[src/rtl/gcvbs_pkg.sv]
`timescale 1ns / 1ps
// gcvbs_pkg: shared types and constants for the GC victim block selector.
// No dependencies; imported by gcvbs_pick and gc_victim_block_selector.
package gcvbs_pkg;

    localparam int NUM_BLOCKS = 256;
    localparam int BLK_W      = $clog2(NUM_BLOCKS);
    localparam int CNT_W      = 11;
    localparam int STAMP_W    = 48;
    localparam int ERASE_W    = 32;

    localparam logic [BLK_W-1:0]   LAST_BLOCK      = BLK_W'(NUM_BLOCKS - 1);
    localparam logic [STAMP_W-1:0] FIFO_TIME_LIMIT = 48'd10000000000000;

    localparam logic [1:0] OP_WRITE  = 2'd0;
    localparam logic [1:0] OP_ERASE  = 2'd1;
    localparam logic [1:0] OP_SELECT = 2'd2;

    localparam logic CFG_POLICY_MODE     = 1'b0;
    localparam logic CFG_PAGES_PER_BLOCK = 1'b1;

    localparam logic POLICY_GREEDY = 1'b0;

    typedef struct packed {
        logic [1:0]         op;
        logic [7:0]         block_index;
        logic [CNT_W-1:0]   free_count_in;
        logic [CNT_W-1:0]   invalid_count_in;
        logic [STAMP_W-1:0] write_time_in;
        logic [7:0]         hot_active_block;
        logic [7:0]         cold_active_block_in;
    } req_t;

    typedef struct packed {
        logic [7:0]         victim_block;
        logic               status;
        logic [ERASE_W-1:0] erase_total;
    } rsp_t;

    typedef struct packed {
        logic [CNT_W-1:0]   free_pages;
        logic [CNT_W-1:0]   invalid_pages;
        logic [STAMP_W-1:0] write_stamp;
        logic [ERASE_W-1:0] wear_count;
    } meta_t;

    typedef struct packed {
        logic start;
        logic step;
        logic fifo;
    } pick_ctrl_t;

    typedef struct packed {
        logic             found;
        logic [BLK_W-1:0] pick;
    } pick_res_t;

    typedef enum logic [2:0] {
        S_IDLE,
        S_RMW,
        S_SCAN,
        S_DONE,
        S_OUT
    } state_t;

endpackage

[src/rtl/gcvbs_pick.sv]
`timescale 1ns / 1ps
// gcvbs_pick: running victim comparator, one metadata entry per step.
// Depends on gcvbs_pkg.
module gcvbs_pick (
    input  logic                      clk,
    input  logic                      rst_n,
    input  gcvbs_pkg::pick_ctrl_t     ctrl,
    input  gcvbs_pkg::meta_t          entry,
    input  logic [gcvbs_pkg::BLK_W-1:0] idx,
    input  logic [7:0]                hot,
    input  logic [7:0]                cold,
    output gcvbs_pkg::pick_res_t      res
);
    import gcvbs_pkg::*;

    logic               found_reg, found_next;
    logic [BLK_W-1:0]   pick_reg, pick_next;
    logic [CNT_W-1:0]   best_inv_reg, best_inv_next;
    logic [STAMP_W-1:0] best_stamp_reg, best_stamp_next;
    logic               eligible;
    logic               take;

    always_comb
    begin
        eligible = (idx != hot) && (idx != cold) && (entry.free_pages == '0);
        if (ctrl.fifo)
            take = eligible && (entry.invalid_pages != '0)
                   && (entry.write_stamp <= best_stamp_reg);
        else
            take = eligible && (!found_reg || (entry.invalid_pages > best_inv_reg));

        found_next      = found_reg;
        pick_next       = pick_reg;
        best_inv_next   = best_inv_reg;
        best_stamp_next = best_stamp_reg;
        if (ctrl.start)
        begin
            found_next      = 1'b0;
            pick_next       = '0;
            best_inv_next   = '0;
            best_stamp_next = FIFO_TIME_LIMIT;
        end
        else if (ctrl.step && take)
        begin
            found_next      = 1'b1;
            pick_next       = idx;
            best_inv_next   = entry.invalid_pages;
            best_stamp_next = entry.write_stamp;
        end
    end

    always_ff @(posedge clk or negedge rst_n)
    begin
        if (!rst_n)
            found_reg <= 1'b0;
        else
            found_reg <= found_next;
    end

    always_ff @(posedge clk)
    begin
        pick_reg       <= pick_next;
        best_inv_reg   <= best_inv_next;
        best_stamp_reg <= best_stamp_next;
    end

    assign res.found = found_reg;
    assign res.pick  = pick_reg;

endmodule

[config.mk]
export PLATFORM = sky130hd
export DESIGN_NAME = gcvbs_pick
export DESIGN_NICKNAME = d
export VERILOG_FILES = /design/src/rtl/gcvbs_pkg.sv /design/src/rtl/gcvbs_pick.sv
export SDC_FILE = /design/constraint.sdc
export NUM_CORES = 1
export LEC_CHECK = 0
export ABC_AREA = 1
export BUFFER_PORTS_ARGS = -buffer_cell sky130_fd_sc_hd__buf_2
export CORE_MARGIN = 3
export CORE_UTILIZATION = 58
export DETAILED_ROUTE_END_ITERATION = 12
export MAX_ROUTING_LAYER = met4
export PLACE_DENSITY = 0.95
export SLEW_MARGIN = 30
export SYNTH_ARGS = -nofsm -noshare
export SYNTH_HDL_FRONTEND = slang
export SYNTH_SLANG_ARGS = --single-unit
export TNS_END_PERCENT = 50
[constraint.sdc]
create_clock -name clk -period 3.8 [get_ports clk]
set_input_delay 0.76 -clock clk [delete_from_list [all_inputs] [get_ports clk]]
set_output_delay 0.76 -clock clk [all_outputs]
set_load 0.05 [all_outputs]
==> results.md <==
- Status: completed
- Peak VDD IR: roughly 0.20 mV
- Critical path type: primary input to register
- Die width: ~100 microns
- Largest cells by area after synthesis: dfxtp_1 26%, ha_1 15%, nand2_1 10%, inv_1 9.3%, nand3_2 8.1%
- Hold_buf cts: 0
- Worst setup SP type: primary input
- Gr usage total: about a quarter
- CP cell instances: buf_2 -> ha_1 -> nand4_1 -> nor2_1 -> nand3_1 -> nor2_2 -> nand4_1 -> nand2_1 -> nand2_1 -> nand2_4 -> nand2_1 -> nand2_1 -> nand3_1
- Post-synthesis xor/xnor area fraction: under 10%
- Skew final: about 0.0095 ns
- Net count after synthesis: roughly 910
- Die H: roughly 100 microns
- IO Count: 140
- Power density over the cells: between 200 and 300 nW/um^2
- Vias per inst: about 5
- Antenna Cells: 0
- Largest net degree at the start of global routing: 68
- Max stage delay on crit path: between 0.4 and 0.5 ns
- CP arrival: approximately 3.1 ns
- HP Class: primary input to asynchronous set/reset pin
- Core region area: around 8400 sq um
- Hold slack: around 0.19 ns
- GPL Wtd Cong: 0.877
- Most area-hungry cell type in the Yosys netlist: dfxtp_1
- Post-synthesis sequential area ratio: 26.9%
- Tightest Pin Transition: approximately 0.86 ns
- Reg clk slew, reported paths: ~0.07 ns
- Top-area cell type share of the netlist area: a little over a quarter
- Max Slew Vio Count: 0
- Antenna viol nets, final: 0
- Slowest-stage cell, CP: nand2_1
- Die area: slightly below 10000 sq um
- Post-DP HPWL: roughly 8.4 mm
- Yosys warnings: 0
- Net count, final: around 1000
- Max reg flops: 48
- H-tree levels: 3
- Mean Syn Cell Area: 7.02 sq um
- Clock Tree Buf Depth: 2
- Vias in the first global route: ~4600
- Fmax: between 0.3 and 0.4 GHz
- Synth Instances: between 700 and 800
- Clock Latency Late Sink: around 0.34 ns
- Crit path top cell by count: nand2_1
- Fraction of layout cells with a size suffix above 1: approximately 22%
- Largest family of logic cells by synthesized area: simple AND/OR/NAND/NOR gates
- Root buffer cell: clkbuf_8
- WP buf/inv: 1
- Critical path data required time: ~4 ns
- TritonCTS Buffers: 9
- Post-Route WL: between 10 and 15 mm
- Final setup vio count: 0
- Grt total ovfl: 0
- Period minus WS final: roughly 2.9 ns
- First-pass GRT wire length: 19.6 mm
- Initial antenna violation count: 0
- DRT Pass-1 Iters: 5
- Commonest non-fill, non-tap cells in the layout: 141 x nand2_1, 125 x inv_1, 107 x buf_2
- Vias: about 4700
- Final Hold Viols: 0
- Setup TNS: 0 ns
- CTS tree: done
- Setup bufs post-CTS: 0
- Wire length per cell: around 12 microns
- # rows: 33
- Post-cts repair resize count: 0
- Crit Path Max Fanout: 21
- Crit share post-route: 76.5%
- Initial Util: around 61%
- IO buf count: 107
- Post-synthesis adder-cell area fraction: between 10% and 20%
- Post-synthesis simple-gate area fraction: between 30% and 40%
- Yosys cell types: 31
- Post-synthesis mux area share: 0%
- Unrepaired setup endpoints after global routing: false
- DRC Markers: 0
- Total power draw: between 1.5 and 2 mW
- Commonest non-fill, non-tap cell in the layout: nand2_1
- Max Cap Violations: 0
- Lkg Pwr: between 2 and 3 nW
- Count of clock tree sinks: between 60 and 70
- Element type at the critical path end: register
- Yosys reg bits: 68
- Compound-Gate Fraction of Synth Area: 9.23%
- Worst rel slew slack: 42.4%
- Initial DRC Count: between 150 and 200
- Synthesized area: approximately 5100 sq um
- Crit path max-delay family: simple AND/OR/NAND/NOR gates
- Area Overhead vs Synth: 13.2%
final cells by class:
cell class	instances	area [sq um]
Clock buffer	16	200
Fill cell	710	2620
Inverter	130	488
Multi-Input combinational cell	492	2970
Sequential cell	68	1370
Tap cell	105	131
Timing Repair Buffer	114	601
cell usage after synthesis, drive strengths merged:
| cell | count |
|---|---|
| clkbuf | 3 |
| nand3 | 91 |
| nor2 | 76 |
| xnor2 | 9 |
| a21oi | 78 |
| clkinv | 1 |
| inv | 129 |
| ha | 59 |
| a21o | 3 |
| nand2 | 142 |
| o21ai | 5 |
| o2111ai | 1 |
| dfxtp | 67 |
| buf | 31 |
| dfrtp | 1 |
| nand4 | 8 |
| xor2 | 4 |
| nor4 | 7 |
| nor3 | 4 |
| and3 | 1 |
| or2 | 4 |
layer usage:
layer  vias up  part of all wire [%]  track usage (%)
met4         0                   2.0             7.35
met5         -                     0                -
met1      2122                    44             29.3
met3        22                   4.9             4.35
li1       2485                     -                -
met2       115                    49             41.8
cell families after synthesis:
group	after synthesis
AND/OR/NAND/NOR	333
buffers and inverters	164
AO/OA/AOI/OAI	87
flip-flops	68
adder cells (fa/ha/maj)	59
XOR/XNOR	13
per-stage QoR:
step | instance area, sq um | util [%] | cells | worst slack, ns
floorplan | 5080 | - | 724 | 1.47
global placement | 5560 | 66.3 | 909 | 0.667
detailed placement | 5560 | 66.3 | 909 | 0.529
CTS | 5760 | 68.7 | 925 | 0.872
global route | 5760 | 68.7 | 925 | 0.638
finish | 5760 | 68.7 | 925 | 0.891
worst register-to-register path: stages (launching register included):
cell and delay [ns]:
dfxtp_1 0.34, inv_1 0.05, ha_1 0.30, nand4_1 0.14
nor2_1 0.19, nand3_1 0.15, nor2_2 0.14, nand4_1 0.10
nand2_1 0.11, nand2_1 0.09, nand2_4 0.23, nand2_1 0.46
nand2_1 0.22, nand3_1 0.09
path summary, 6_finish.rpt:
| check | slack, ns | endpoint | cells after the start | start |
|---|---|---|---|---|
| max in group asynchronous | 3.53 | found_reg | 1 | rst_n |
| setup reg to reg | 1.05 | best_stamp_reg[13] | 13 | best_stamp_reg[30] |
| min in group clk | 0.46 | best_stamp_reg[17] | 2 | best_stamp_reg[17] |
| setup / recovery | 0.89 | best_stamp_reg[13] | 13 | entry[62] |
| hold / removal | 0.19 | found_reg | 1 | rst_n |
| hold reg to reg | 0.46 | best_stamp_reg[17] | 2 | best_stamp_reg[17] |
power breakdown:
| part | total, mW | leakage, nW | switching, mW | internal [mW] |
|---|---|---|---|---|
| sequential | 0.713 | 0.554 | 0.0000915 | 0.713 |
| combinational | 0.255 | 2.21 | 0.151 | 0.103 |
| clock | 0.589 | 0.103 | 0.261 | 0.328 |
Note: power is estimated with default switching activity, not from simulation.
